$ cat src/design/uhaw_pkg.sv
`timescale 1ns / 1ps
`default_nettype none

package uhaw_pkg;

  // Field widths
  localparam int USAGE_W    = 10;
  localparam int CNT_W      = 32;
  localparam int SUM_W      = 42;
  localparam int LIMIT_W    = 8;
  localparam int PROD_W     = 2 * CNT_W;
  localparam int CFG_IDX_W  = 3;
  localparam int CFG_DATA_W = 32;

  // The average never exceeds the largest sample, so the quotient has USAGE_W bits
  localparam int DIV_STEPS  = USAGE_W;

  // Reset values
  localparam logic [USAGE_W-1:0] ALARM_LEVEL_RST  = 10'd900;
  localparam logic [USAGE_W-1:0] RESUME_LEVEL_RST = 10'd800;
  localparam logic [CNT_W-1:0]   SAMPLE_MS_RST    = 32'd10000;
  localparam logic [CNT_W-1:0]   WINDOW_MS_RST    = 32'd3600000;
  localparam logic [CNT_W-1:0]   QUIET_MS_RST     = 32'd60000;
  localparam logic [LIMIT_W-1:0] REPORT_LIMIT_RST = 8'd9;
  localparam logic [USAGE_W-1:0] LEAST_RST        = 10'd1000;

  // Configuration register indexes
  typedef enum logic [CFG_IDX_W-1:0] {
    REG_ALARM_LEVEL  = 3'd0,
    REG_RESUME_LEVEL = 3'd1,
    REG_SAMPLE_MS    = 3'd2,
    REG_WINDOW_MS    = 3'd3,
    REG_QUIET_MS     = 3'd4,
    REG_REPORT_LIMIT = 3'd5
  } cfg_reg_t;

  typedef struct packed {
    logic [USAGE_W-1:0] alarm_level;
    logic [USAGE_W-1:0] resume_level;
    logic [CNT_W-1:0]   sample_period_ms;
    logic [CNT_W-1:0]   window_period_ms;
    logic [CNT_W-1:0]   quiet_period_ms;
    logic [LIMIT_W-1:0] report_limit;
  } cfg_t;

  // Record handed from the front end to the back end
  typedef struct packed {
    logic               in_alarm;
    logic               alarm_onset;
    logic               alarm_report;
    logic               resume_event;
    logic               window_done;
    logic [USAGE_W-1:0] window_min;
    logic [USAGE_W-1:0] window_max;
    logic [SUM_W-1:0]   usage_sum;
    logic [CNT_W-1:0]   sample_count;
    logic [CNT_W-1:0]   onset_total;
    logic [CNT_W-1:0]   resume_total;
    logic [CNT_W-1:0]   alarm_time_ms;
  } rec_t;

  // Finished result
  typedef struct packed {
    logic               in_alarm;
    logic               alarm_onset;
    logic               alarm_report;
    logic               resume_event;
    logic               window_done;
    logic [USAGE_W-1:0] window_min;
    logic [USAGE_W-1:0] window_max;
    logic [USAGE_W-1:0] window_avg;
    logic [CNT_W-1:0]   onset_total;
    logic [CNT_W-1:0]   resume_total;
    logic [CNT_W-1:0]   alarm_time_ms;
  } res_t;

  typedef enum logic [2:0] {
    F_IDLE,
    F_QMUL,
    F_QCMP,
    F_WMUL,
    F_WCMP,
    F_AMUL,
    F_PUSH
  } front_state_t;

  typedef enum logic [1:0] {
    B_IDLE,
    B_DIV,
    B_LOAD
  } back_state_t;

endpackage

`default_nettype wire

$ cat src/design/uhaw_front.sv
`timescale 1ns / 1ps
`default_nettype none

module uhaw_front (
  input  logic                           clk,
  input  logic                           rst,
  input  uhaw_pkg::cfg_t                 cfg,
  input  logic                           push,
  output logic                           full,
  input  logic [uhaw_pkg::USAGE_W-1:0]   sample_usage,
  output logic                           rec_push,
  output uhaw_pkg::rec_t                 rec,
  input  logic                           rec_full
);
  import uhaw_pkg::*;

  function automatic logic [CNT_W-1:0] sat_inc(input logic [CNT_W-1:0] v);
    sat_inc = (v == {CNT_W{1'b1}}) ? v : v + 1'b1;
  endfunction

  front_state_t state, state_next;

  logic               alarm_flag;
  logic               quiet_active;
  logic [CNT_W-1:0]   quiet_count;
  logic [LIMIT_W-1:0] reports_given;
  logic [CNT_W-1:0]   window_samples;
  logic [SUM_W-1:0]   usage_sum;
  logic [USAGE_W-1:0] least_seen;
  logic [USAGE_W-1:0] most_seen;
  logic [CNT_W-1:0]   onset_count;
  logic [CNT_W-1:0]   resume_count;
  logic [CNT_W-1:0]   samples_in_alarm;
  logic               ev_onset;
  logic               ev_report;
  logic               ev_resume;
  logic               win_done;
  logic [PROD_W-1:0]  prod;
  logic [CNT_W-1:0]   mul_a;

  logic accept;
  logic onset_hit;
  logic resume_hit;
  logic quiet_open;
  logic report_hit;
  logic flag_after;
  logic quiet_after;
  logic prod_ge_quiet;
  logic prod_ge_window;
  logic [CNT_W-1:0] alarm_time_sat;

  // Classification of the incoming sample
  assign accept      = push && !full;
  assign onset_hit   = (sample_usage >= cfg.alarm_level) && !alarm_flag;
  assign resume_hit  = !onset_hit && (sample_usage <= cfg.resume_level) && alarm_flag;
  assign quiet_open  = onset_hit && !quiet_active;
  assign report_hit  = quiet_open && (reports_given < cfg.report_limit);
  assign flag_after  = onset_hit || (alarm_flag && !resume_hit);
  assign quiet_after = quiet_active || quiet_open;

  // Period compares at full product width
  assign prod_ge_quiet  = prod >= {{CNT_W{1'b0}}, cfg.quiet_period_ms};
  assign prod_ge_window = prod >= {{CNT_W{1'b0}}, cfg.window_period_ms};
  assign alarm_time_sat = (prod[PROD_W-1:CNT_W] != '0) ? {CNT_W{1'b1}} : prod[CNT_W-1:0];

  // Next state
  always_comb begin
    state_next = state;
    case (state)
      F_IDLE: begin
        if (accept) begin
          state_next = quiet_after ? F_QMUL : F_WMUL;
        end
      end
      F_QMUL: state_next = F_QCMP;
      F_QCMP: state_next = F_WMUL;
      F_WMUL: state_next = F_WCMP;
      F_WCMP: state_next = prod_ge_window ? F_AMUL : F_PUSH;
      F_AMUL: state_next = F_PUSH;
      F_PUSH: begin
        if (!rec_full) begin
          state_next = F_IDLE;
        end
      end
      default: state_next = F_IDLE;
    endcase
  end

  // Outputs: handshake, multiplier operand, record
  always_comb begin
    full     = (state != F_IDLE);
    rec_push = (state == F_PUSH) && !rec_full;
    case (state)
      F_QMUL:  mul_a = quiet_count;
      F_AMUL:  mul_a = samples_in_alarm;
      default: mul_a = window_samples;
    endcase
    rec              = '0;
    rec.in_alarm     = alarm_flag;
    rec.alarm_onset  = ev_onset;
    rec.alarm_report = ev_report;
    rec.resume_event = ev_resume;
    rec.window_done  = win_done;
    if (win_done) begin
      rec.window_min    = least_seen;
      rec.window_max    = most_seen;
      rec.usage_sum     = usage_sum;
      rec.sample_count  = window_samples;
      rec.onset_total   = onset_count;
      rec.resume_total  = resume_count;
      rec.alarm_time_ms = alarm_time_sat;
    end
  end

  // Shared 32x32 multiplier, product registered
  always_ff @(posedge clk) begin
    if (state == F_QMUL || state == F_WMUL || state == F_AMUL) begin
      prod <= PROD_W'(mul_a) * PROD_W'(cfg.sample_period_ms);
    end
  end

  // Alarm, silence and window state
  always_ff @(posedge clk) begin
    if (rst) begin
      state            <= F_IDLE;
      alarm_flag       <= 1'b0;
      quiet_active     <= 1'b0;
      quiet_count      <= '0;
      reports_given    <= '0;
      window_samples   <= '0;
      usage_sum        <= '0;
      least_seen       <= LEAST_RST;
      most_seen        <= '0;
      onset_count      <= '0;
      resume_count     <= '0;
      samples_in_alarm <= '0;
      ev_onset         <= 1'b0;
      ev_report        <= 1'b0;
      ev_resume        <= 1'b0;
      win_done         <= 1'b0;
    end else begin
      state <= state_next;
      case (state)
        F_IDLE: begin
          if (accept) begin
            if (sample_usage < least_seen) least_seen <= sample_usage;
            if (sample_usage > most_seen) most_seen <= sample_usage;
            usage_sum    <= usage_sum + SUM_W'(sample_usage);
            alarm_flag   <= flag_after;
            quiet_active <= quiet_after;
            ev_onset     <= onset_hit;
            ev_report    <= report_hit;
            ev_resume    <= resume_hit;
            win_done     <= 1'b0;
            if (quiet_open) begin
              quiet_count <= CNT_W'(1);
            end else if (quiet_active) begin
              quiet_count <= sat_inc(quiet_count);
            end
            if (report_hit) reports_given <= reports_given + 1'b1;
            if (onset_hit) onset_count <= sat_inc(onset_count);
            if (resume_hit) resume_count <= sat_inc(resume_count);
            window_samples <= sat_inc(window_samples);
            if (flag_after) samples_in_alarm <= sat_inc(samples_in_alarm);
          end
        end
        F_QCMP: begin
          if (prod_ge_quiet) quiet_active <= 1'b0;
        end
        F_WCMP: begin
          win_done <= prod_ge_window;
        end
        F_PUSH: begin
          // window statistics clear once the report has been handed on
          if (!rec_full && win_done) begin
            reports_given    <= '0;
            window_samples   <= '0;
            usage_sum        <= '0;
            least_seen       <= LEAST_RST;
            most_seen        <= '0;
            onset_count      <= '0;
            resume_count     <= '0;
            samples_in_alarm <= '0;
          end
        end
        default: ;
      endcase
    end
  end

endmodule

`default_nettype wire

$ cat src/design/uhaw_fifo.sv
`timescale 1ns / 1ps
`default_nettype none

module uhaw_fifo #(
  parameter int DEPTH = 2
) (
  input  logic           clk,
  input  logic           rst,
  input  logic           push,
  input  uhaw_pkg::rec_t din,
  output logic           full,
  input  logic           pop,
  output uhaw_pkg::rec_t dout,
  output logic           empty
);
  import uhaw_pkg::*;

  localparam int PTR_W = $clog2(DEPTH);
  localparam int CNT_BITS = $clog2(DEPTH + 1);

  rec_t                slots [DEPTH];
  logic [PTR_W-1:0]    wr_ptr;
  logic [PTR_W-1:0]    rd_ptr;
  logic [CNT_BITS-1:0] fill;
  logic                do_push;
  logic                do_pop;

  assign full    = (fill == CNT_BITS'(DEPTH));
  assign empty   = (fill == '0);
  assign do_push = push && !full;
  assign do_pop  = pop && !empty;
  assign dout    = slots[rd_ptr];

  // Storage
  always_ff @(posedge clk) begin
    if (do_push) slots[wr_ptr] <= din;
  end

  // Pointers and fill level
  always_ff @(posedge clk) begin
    if (rst) begin
      wr_ptr <= '0;
      rd_ptr <= '0;
      fill   <= '0;
    end else begin
      if (do_push) begin
        wr_ptr <= (wr_ptr == PTR_W'(DEPTH - 1)) ? '0 : wr_ptr + 1'b1;
      end
      if (do_pop) begin
        rd_ptr <= (rd_ptr == PTR_W'(DEPTH - 1)) ? '0 : rd_ptr + 1'b1;
      end
      if (do_push && !do_pop) begin
        fill <= fill + 1'b1;
      end else if (do_pop && !do_push) begin
        fill <= fill - 1'b1;
      end
    end
  end

endmodule

`default_nettype wire

$ cat src/design/uhaw_back.sv
`timescale 1ns / 1ps
`default_nettype none

module uhaw_back (
  input  logic           clk,
  input  logic           rst,
  input  logic           rec_empty,
  output logic           rec_pop,
  input  uhaw_pkg::rec_t rec,
  output logic           empty,
  input  logic           pop,
  output uhaw_pkg::res_t res
);
  import uhaw_pkg::*;

  localparam int STEP_W = $clog2(DIV_STEPS);

  back_state_t state, state_next;

  rec_t               work;
  logic [CNT_W-1:0]   rem;
  logic [USAGE_W-1:0] qsh;
  logic [STEP_W-1:0]  step;
  logic               out_valid;
  res_t               out_reg;

  logic [CNT_W:0]     trial;
  logic               trial_ge;
  logic [CNT_W:0]     trial_diff;
  logic               load_ok;
  logic               out_take;

  // One restoring-division step per cycle
  assign trial      = {rem, qsh[USAGE_W-1]};
  assign trial_ge   = trial >= {1'b0, work.sample_count};
  assign trial_diff = trial - {1'b0, work.sample_count};
  assign out_take   = pop && out_valid;
  assign load_ok    = !out_valid || pop;

  // Next state
  always_comb begin
    state_next = state;
    case (state)
      B_IDLE: begin
        if (!rec_empty) begin
          state_next = rec.window_done ? B_DIV : B_LOAD;
        end
      end
      B_DIV: begin
        if (step == STEP_W'(DIV_STEPS - 1)) state_next = B_LOAD;
      end
      B_LOAD: begin
        if (load_ok) state_next = B_IDLE;
      end
      default: state_next = B_IDLE;
    endcase
  end

  // Outputs
  always_comb begin
    rec_pop = (state == B_IDLE) && !rec_empty;
    empty   = !out_valid;
    res     = out_reg;
  end

  // Work registers and divider datapath
  always_ff @(posedge clk) begin
    case (state)
      B_IDLE: begin
        if (!rec_empty) begin
          work <= rec;
          rem  <= rec.usage_sum[SUM_W-1:USAGE_W];
          qsh  <= rec.usage_sum[USAGE_W-1:0];
          step <= '0;
        end
      end
      B_DIV: begin
        rem  <= trial_ge ? trial_diff[CNT_W-1:0] : trial[CNT_W-1:0];
        qsh  <= {qsh[USAGE_W-2:0], trial_ge};
        step <= step + 1'b1;
      end
      B_LOAD: begin
        if (load_ok) begin
          out_reg.in_alarm      <= work.in_alarm;
          out_reg.alarm_onset   <= work.alarm_onset;
          out_reg.alarm_report  <= work.alarm_report;
          out_reg.resume_event  <= work.resume_event;
          out_reg.window_done   <= work.window_done;
          out_reg.window_min    <= work.window_min;
          out_reg.window_max    <= work.window_max;
          out_reg.window_avg    <= work.window_done ? qsh : '0;
          out_reg.onset_total   <= work.onset_total;
          out_reg.resume_total  <= work.resume_total;
          out_reg.alarm_time_ms <= work.alarm_time_ms;
        end
      end
      default: ;
    endcase
  end

  // Control state
  always_ff @(posedge clk) begin
    if (rst) begin
      state     <= B_IDLE;
      out_valid <= 1'b0;
    end else begin
      state <= state_next;
      if (state == B_LOAD && load_ok) begin
        out_valid <= 1'b1;
      end else if (out_take) begin
        out_valid <= 1'b0;
      end
    end
  end

endmodule

`default_nettype wire

$ cat src/design/usage_hysteresis_alarm_with_window_stats.sv
// Utilization alarm with hysteresis, silence window, report limit and
// per-window statistics.
//
// Input: a sample is transferred when push is high and full is low. full is
// high while the front end works on a sample: the silence check while the
// silence window runs, the window check, the alarm time when the sample
// closes a statistics window and the hand-off to the queue, which waits
// while the queue is full. Only then is a new sample taken. These steps
// share one 32x32 multiplier for the period products.
// Output: the oldest result sits on the result ports while empty is low and
// is transferred when pop is high. A queue of QUEUE_DEPTH records separates
// the front end from the back end, which computes the window average with a
// restoring divider, one quotient bit per cycle; the back end takes one
// record at a time and divides only for a record with a window report.
// A stalled receiver holds the output register; the queue then fills and
// full stays high until pop resumes, with nothing lost.
// Configuration: cfg_ready is always high; write only while idle.
// Reset (rst, synchronous) restores register defaults, clears the alarm,
// the silence state, the window statistics and the queue.
`timescale 1ns / 1ps
`default_nettype none

module usage_hysteresis_alarm_with_window_stats #(
  parameter int QUEUE_DEPTH = 2
) (
  input  logic                              clk,
  input  logic                              rst,
  input  logic                              push,
  output logic                              full,
  input  logic [uhaw_pkg::USAGE_W-1:0]      sample_usage,
  output logic                              empty,
  input  logic                              pop,
  output logic                              in_alarm,
  output logic                              alarm_onset,
  output logic                              alarm_report,
  output logic                              resume_event,
  output logic                              window_done,
  output logic [uhaw_pkg::USAGE_W-1:0]      window_min,
  output logic [uhaw_pkg::USAGE_W-1:0]      window_max,
  output logic [uhaw_pkg::USAGE_W-1:0]      window_avg,
  output logic [uhaw_pkg::CNT_W-1:0]        onset_total,
  output logic [uhaw_pkg::CNT_W-1:0]        resume_total,
  output logic [uhaw_pkg::CNT_W-1:0]        alarm_time_ms,
  input  logic                              cfg_valid,
  output logic                              cfg_ready,
  input  logic [uhaw_pkg::CFG_IDX_W-1:0]    cfg_index,
  input  logic [uhaw_pkg::CFG_DATA_W-1:0]   cfg_data
);
  import uhaw_pkg::*;

  cfg_t cfg;
  rec_t q_in;
  rec_t q_out;
  res_t res;
  logic q_push;
  logic q_full;
  logic q_pop;
  logic q_empty;

  // Configuration registers
  assign cfg_ready = 1'b1;

  always_ff @(posedge clk) begin
    if (rst) begin
      cfg.alarm_level      <= ALARM_LEVEL_RST;
      cfg.resume_level     <= RESUME_LEVEL_RST;
      cfg.sample_period_ms <= SAMPLE_MS_RST;
      cfg.window_period_ms <= WINDOW_MS_RST;
      cfg.quiet_period_ms  <= QUIET_MS_RST;
      cfg.report_limit     <= REPORT_LIMIT_RST;
    end else if (cfg_valid && cfg_ready) begin
      case (cfg_index)
        REG_ALARM_LEVEL:  cfg.alarm_level      <= cfg_data[USAGE_W-1:0];
        REG_RESUME_LEVEL: cfg.resume_level     <= cfg_data[USAGE_W-1:0];
        REG_SAMPLE_MS:    cfg.sample_period_ms <= cfg_data[CNT_W-1:0];
        REG_WINDOW_MS:    cfg.window_period_ms <= cfg_data[CNT_W-1:0];
        REG_QUIET_MS:     cfg.quiet_period_ms  <= cfg_data[CNT_W-1:0];
        REG_REPORT_LIMIT: cfg.report_limit     <= cfg_data[LIMIT_W-1:0];
        default: ;
      endcase
    end
  end

  uhaw_front u_front (
    .clk          (clk),
    .rst          (rst),
    .cfg          (cfg),
    .push         (push),
    .full         (full),
    .sample_usage (sample_usage),
    .rec_push     (q_push),
    .rec          (q_in),
    .rec_full     (q_full)
  );

  uhaw_fifo #(
    .DEPTH (QUEUE_DEPTH)
  ) u_fifo (
    .clk   (clk),
    .rst   (rst),
    .push  (q_push),
    .din   (q_in),
    .full  (q_full),
    .pop   (q_pop),
    .dout  (q_out),
    .empty (q_empty)
  );

  uhaw_back u_back (
    .clk       (clk),
    .rst       (rst),
    .rec_empty (q_empty),
    .rec_pop   (q_pop),
    .rec       (q_out),
    .empty     (empty),
    .pop       (pop),
    .res       (res)
  );

  // Result ports
  assign in_alarm      = res.in_alarm;
  assign alarm_onset   = res.alarm_onset;
  assign alarm_report  = res.alarm_report;
  assign resume_event  = res.resume_event;
  assign window_done   = res.window_done;
  assign window_min    = res.window_min;
  assign window_max    = res.window_max;
  assign window_avg    = res.window_avg;
  assign onset_total   = res.onset_total;
  assign resume_total  = res.resume_total;
  assign alarm_time_ms = res.alarm_time_ms;

  // Checks
  a_stats_zero: assert property (@(posedge clk) disable iff (rst)
    (!empty && !window_done) |-> (window_min == '0 && window_max == '0 &&
      window_avg == '0 && onset_total == '0 && resume_total == '0 &&
      alarm_time_ms == '0))
    else $error("statistics fields nonzero without window report");

  a_report_needs_onset: assert property (@(posedge clk) disable iff (rst)
    (!empty && alarm_report) |-> alarm_onset)
    else $error("alarm report without onset");

  a_onset_resume_excl: assert property (@(posedge clk) disable iff (rst)
    !empty |-> !(alarm_onset && resume_event))
    else $error("onset and resume in one result");

  a_flag_matches_event: assert property (@(posedge clk) disable iff (rst)
    (!empty && (alarm_onset || resume_event)) |-> (in_alarm == alarm_onset))
    else $error("alarm flag disagrees with event");

  a_busy_after_accept: assert property (@(posedge clk) disable iff (rst)
    (push && !full) |=> full)
    else $error("front end ready right after transfer");

endmodule

`default_nettype wire

$ cat config.mk
export PLATFORM = sky130hd
export DESIGN_NAME = usage_hysteresis_alarm_with_window_stats
export DESIGN_NICKNAME = d
export VERILOG_FILES = /design/src/design/uhaw_pkg.sv /design/src/design/uhaw_front.sv /design/src/design/uhaw_fifo.sv /design/src/design/uhaw_back.sv /design/src/design/usage_hysteresis_alarm_with_window_stats.sv
export SDC_FILE = /design/constraint.sdc
export NUM_CORES = 2
export LEC_CHECK = 0
export ABC_AREA = 1
export ABC_CLOCK_PERIOD_IN_PS = 13300
export BUFFER_PORTS_ARGS = -buffer_cell sky130_fd_sc_hd__buf_2
export CELL_PAD_IN_SITES_DETAIL_PLACEMENT = 1
export CELL_PAD_IN_SITES_GLOBAL_PLACEMENT = 2
export CORE_MARGIN = 2
export CORE_UTILIZATION = 41
export DETAILED_ROUTE_END_ITERATION = 6
export GPL_ROUTABILITY_DRIVEN = 0
export PLACE_DENSITY = 0.83
export SLEW_MARGIN = 30
export SYNTH_ARGS = -nofsm -noshare
export SYNTH_HDL_FRONTEND = slang
export SYNTH_SLANG_ARGS = --single-unit
$ cat constraint.sdc
create_clock -name clk -period 13.3 [get_ports clk]
set_clock_uncertainty 0.2 [all_clocks]
set_input_delay 0.665 -clock clk [delete_from_list [all_inputs] [get_ports clk]]
set_output_delay 0.665 -clock clk [all_outputs]
set_load 0.05 [all_outputs]
Word-level counts from Yosys, hierarchy flattened
Memories as Yosys holds them, arrays and structs flattened. A register that Yosys moved wholly into a read port is not among the register bits.
Cells that the tools add are included.

storage, ports and cells
  register bits after elaboration = 764
  latch bits = 0
  bits in writable memories = 390
  bits in read-only memories = 0
  bits of input ports = 50
  output and inout bits = 134
  word-level logic and storage cells = 251
  memories kept = 1

cells by class
  add/sub/neg operators = 13
  multiply operators = 1
  div/mod/pow operators = 0
  $lt $le $gt $ge = 8
  equal/unequal tests = 38
  shift-type cells = 0
  multiplexer cells = 69
  bitwise logic cells = 1
  reductions and logical operators = 67

memory list
  name          words  width  rd ports  clocked after memory_dff  wr ports  RTL line         source
  u_fifo.slots  2      195    1         1                         1         uhaw_fifo.sv:21  rec_t slots [DEPTH];

operators by type and width
  cell                     count
  $mux W32                 18
  $pmux W32 S2             6
  $mux W190                1
  $add A32 B1 Y32 const B  5
  $eq A32 B32 Y1 const B   5
  $ge A64 B32 Y1           2
  $mux W42                 2
  $pmux W42 S2             1
  $mux W10                 7
  $mul A32 B32 Y64         1
  $pmux W10 S2             3
  $add A42 B10 Y42         1
  $ge A33 B32 Y1           1
  $reduce_bool A32 Y1      1
  $sub A32 B32 Y32         1
  $mux W8                  3
  $reduce_and A2 Y1        12
  $ne A2 B1 Y1 const B     11
  $pmux W3 S7              1
  $reduce_and A4 Y1        5
  $logic_and A1 B1 Y1      16
  $mux W2                  8
  $pmux W8 S2              1
  $eq A3 B3 Y1 const B     5
  other kinds (31)         80

Logic depth before layout (Yosys ltp)
  word-level depth = 11
  gate-level depth with buffers = 38
  gate-level depth less buffers = 35

By module
Synthesis repeated with hierarchy kept, for this count alone.

second synthesis, totals
  cell total of the unflattened synthesis = 10062
  area, all modules = 88486.1 um2

modules (own cells, without submodules)
  module                                    instances  cells each  area each (um2)  seq. area each (um2)
  uhaw_front                                1          7559        54827.6          6706.4
  uhaw_fifo                                 1          644         14935.6          11811.3
  uhaw_back                                 1          1170        13873.3          9969.6
  usage_hysteresis_alarm_with_window_stats  1          689         4849.7           2482.4

Worst setup path before layout
No wires, ideal clock.

  path kind = register to register
  start = register u_back.out_valid
  end = register, netlist name u_back.res[0]
  library setup time = 782 ps
  arrival = 9587 ps
  required time = 12318 ps
  slack = 2730 ps
  stages on the path, launching flop included = 4
  path buffers = 0
  clock period less this slack = 10570 ps
  path through = dfxtp_1 inv_1 nor2_1 nor3_1

on the way
  word-level cells in the longest chain between the ends = 3

RTL lines
  item                         RTL line                                        source
  start: declaration           uhaw_back.sv:24                                 logic out_valid;
  start signal: assignment     uhaw_back.sv:105                                out_valid <= 1'b0;
  start signal: assignment     uhaw_back.sv:109                                out_valid <= 1'b1;
  start signal: assignment     uhaw_back.sv:111                                out_valid <= 1'b0;
  $logic_not A1 Y1             n/a
  named net empty              usage_hysteresis_alarm_with_window_stats.sv:31  output logic empty,
  $logic_or A1 B1 Y1           uhaw_back.sv:38                                 assign load_ok = !out_valid || pop;
  $reduce_and A2 Y1 (no line)  n/a

The timed path passes the listed nets, and every way through them passes these cells.
A chain may end at the register's enable or synchronous reset.

Worst setup path in the final report
  start = register u_front.state[0]
  end = register u_front.prod[56] (data pin)

on the way
  word-level cells in the longest chain between the ends = 3
  elaborated cells on any way between the ends = 4
  those cells by class = mul: 1; eq/ne: 2; mux: 1

RTL lines
  item                                          RTL line           source
  start: declaration                            uhaw_front.sv:21   front_state_t state, state_next;
  start signal: assignment                      uhaw_front.sv:142  state <= state_next;
  $eq A3 B3 Y1 or $eq A3 B1 Y1 (tied branches)  uhaw_front.sv:93   case (state)
  $pmux W32 S2 (*)                              uhaw_front.sv:93
  $mul A32 B32 Y64 (*)                          uhaw_front.sv:118  prod <= PROD_W'(mul_a) * PROD_W'(cfg.sample_period_ms);
  end signal: assignment                        uhaw_front.sv:118
  end: declaration                              uhaw_front.sv:38   logic [PROD_W-1:0] prod;

Every way passes the cells marked *; elsewhere a longest branch is shown, timed or not.

==> flow_summary_export.csv <==
group,metric,value,unit
run_status,status,"complete, no violations",
power_and_ir_drop,leakage,41.8,nW
hold_path,min_path_type,"in -> reg",
timing,fmax,96.3,MHz
grt,grt.total_usage,29.4,%
grt,grt_overflow,0,
critical_path,path_max_fanout,32,
routing,vias_per_cell,5.37,
logic_synthesis,synthesis.instances,9778,
power_and_ir_drop,total_power,21.6,mW
layout,finalNetCount,11200,
critical_path,critical_path.max_stage_delay,1000,ps
timing,hold_viol_final,0,
logic_synthesis,syn_nets,11200,
die,die_y,460,um
clock_network,cts.sinks,1155,
critical_path,path_class,"reg -> reg",
routing,drtPass1Iterations,5,
routing,drcViolationCount,0,
clock_network,clk_pin_slew,60,ps
timing,min_period_over_period,78.1,%
routing,wl_per_cell,24.2,um
die,io_pins,184,
die,core_area,207000,sq um
die,die_x,460,um
critical_path,rrSetupSlack,2910,ps
place,dp_hpwl,231000,um
place,port_buffers,182,
timing,worstMarginPinSlew,1070,ps
critical_path,critical_path_arrival,10720,ps
clock_network,cts_buffers,131,
clock_network,clk_path_buf_depth,3,
logic_synthesis,ys_warn_count,0,
logic_synthesis,ys_types,51,
logic_synthesis,syn-cell-area,85400,sq um
timing,finalCriticalPeriod,10390,ps
layout,fillers,24200,
logic_synthesis,synthFlopType,"edfxtp_1",
logic_synthesis,synth.avg_cell_area,8.74,sq um
timing,timing.hold.ws,58.4,ps
critical_path,critPathCaptureType,"flip-flop",
timing,relSlewSlack,28.7,%
die,std_cell_rows,167,
layout,mostFrequentLayoutCells,"nand2_1, inv_1, nor2_1",
timing,finalSetupViolCount,0,
logic_synthesis,synth_edf_count,784,
clock_network,cts_root_buffer,"clkbuf_16",
grt,grt_antenna_before_repair,12,
layout,synthToLayoutAreaGrowth,9.85,%
power_and_ir_drop,p_per_area,230,nW/um^2
routing,drt-total-wl,308000,um
grt,grt_pass1_vias,73800,
routing,drtIter0Drc,5371,
power_and_ir_drop,ir_drop,0.271,mV
layout,post-route-util,45.3,%
layout,ff_latch_area,31000,sq um
routing,vias,68500,
layout,multiInputGateArea,46600,sq um
timing,totalNegativeSetupSlack,0,ps
critical_path,startpoint_type,"flip-flop",
critical_path,slowest_stage,"clkinv_1",
timing,finalMaxSlewViolations,0,
critical_path,crit_top_cell,"inv_1",
flow_run,drv_cap,0,
logic_synthesis,yosysSeqAreaShare,36.3,%
grt,grt_pass1_wl,466000,um
layout,final_common_cell,"nand2_1",
clock_network,cts_max_level,4,
routing,antenna_left,0,
timing,rsz0062_at_grt,"no",
logic_synthesis,async_reset_ff_share,0,%
grt,grt_max_degree,140,
layout,layout-drive-gt1-share,5.76,%
logic_synthesis,ys_ff_latch,1155,
clock_network,cts_resized,0,
clock_network,clock_latency,800,ps
clock_network,cts_tree,"built",
critical_path,critical_path_required,13630,ps
die,start_util,41.3,%
die,dieArea,212000,sq um
[cells in the mapped netlist, types with 3 or more instances]
library cell | number | area share (%)
a31oi_1 | 12 | 0.088
buf_2 | 55 | 0.32
xnor2_1 | 47 | 0.48
o21a_1 | 16 | 0.14
nor3_1 | 133 | 0.78
dfxtp_1 | 371 | 8.7
fa_1 | 898 | 21
a21boi_0 | 6 | 0.053
buf_4 | 6 | 0.053
nand3b_1 | 58 | 0.51
clkinv_1 | 18 | 0.079
nor3b_1 | 12 | 0.11
edfxtp_1 | 784 | 28
o21bai_1 | 12 | 0.11
nand4_1 | 95 | 0.70
nand2_1 | 2138 | 9.4
buf_1 | 28 | 0.12
o211ai_1 | 33 | 0.29
nor2_1 | 1259 | 5.5
clkbuf_1 | 308 | 1.4
nor4_1 | 29 | 0.21
a21oi_1 | 542 | 3.2
inv_1 | 1671 | 7.3
a211oi_1 | 6 | 0.053
nand3_1 | 322 | 1.9
o21ai_0 | 283 | 1.7
and2_1 | 4 | 0.029
xor2_1 | 148 | 1.5
or2_2 | 11 | 0.081
o21ai_1 | 3 | 0.018
a21o_1 | 15 | 0.13
ha_1 | 424 | 6.2
inv_2 | 9 | 0.040
[sequential cells by signal (all words and copies together) (netlist names), 42 cells and up, named ones only]
signal and count:
u_fifo.slots 390, u_back.work 153, u_back.res 131, cfg 124, u_front.prod 64, u_front.usage_sum 42
[cell type report]
type / count / area share, %
inverter: 1699 / 6.81
timing repair buffer: 325 / 2.23
multi-input combinational: 6526 / 49.7
clock buffer: 170 / 3.82
clock inverter: 74 / 0.727
sequential: 1155 / 33.0
tap: 2788 / 3.72
antenna: 8 / 0.0213
[power by group]
group	switching (mW)	total (mW)	internal, mW
combinational	8.79	12.7	3.92
clock	1.58	3.60	2.03
sequential	0.414	5.30	4.88
[cells by family (layout without fill, tap and decap cells)]
| group | Yosys count | in the layout | share of synthesized area [%] |
|---|---|---|---|
| buf+inv | 2097 | 2268 | 9.33 |
| xor+xnor | 195 | 195 | 2.00 |
| simple gates | 4071 | 4071 | 19.3 |
| fa+ha+maj | 1322 | 1322 | 27.3 |
| other cells | 1 | 9 | 0.00439 |
| flops | 1155 | 1155 | 36.3 |
| compound gates | 937 | 937 | 5.81 |
[repair_timing]
| action | CTS | global route |
|---|---|---|
| setup buffers | 0 | 0 |
| hold buffers | 17 | 0 |
| hold endpoints to repair | 30 | 0 |
[through the flow]
| step | instance area, sq um | setup slack, ps | cells |
|---|---|---|---|
| final | 93800 | 2910 | 12700 |
| after global routing | 93800 | 2560 | 12700 |
| after detailed placement | 89300 | 3500 | 12500 |
| after CTS | 93800 | 3480 | 12700 |
| after global placement | 89300 | 2820 | 12500 |
| after floorplan | 85400 | 2730 | 9778 |
[worst max-delay path, delay by kind of cell, from the launching register on]
family | cells | cell delay (ps)
compound gates | 1 | 280
fa+ha+maj | 9 | 4080
buf+inv | 11 | 2370
simple gates | 10 | 2510
flops | 1 | 450
xor+xnor | 1 | 90
[final timing paths]
check	from	to	depth (start not counted)
worst max-delay path	u_front.state[0]$_SDFFE_PP0P_	u_front.prod[56]$_DFFE_PP_	32
worst min register to register	u_back.work[71]$_DFFE_PP_	u_back.res[71]$_DFFE_PP_	0
worst max register to register	u_front.state[0]$_SDFFE_PP0P_	u_front.prod[56]$_DFFE_PP_	32
worst min-delay path	cfg_data[29]	cfg[69]$_SDFFE_PP0P_	3
[metal layers]
layer | part of all wire, % | vias up | routed length [um] | track usage (%)
li1 | - | 30600 | - | -
met3 | 6.2 | 627 | 19100 | 4.39
met2 | 46 | 2190 | 141000 | 47.1
met4 | 5.4 | 0 | 16500 | 14.0
met5 | 0 | - | 0 | 0
met1 | 43 | 35000 | 131000 | 39.1
Power figures use the tool's default switching activity.
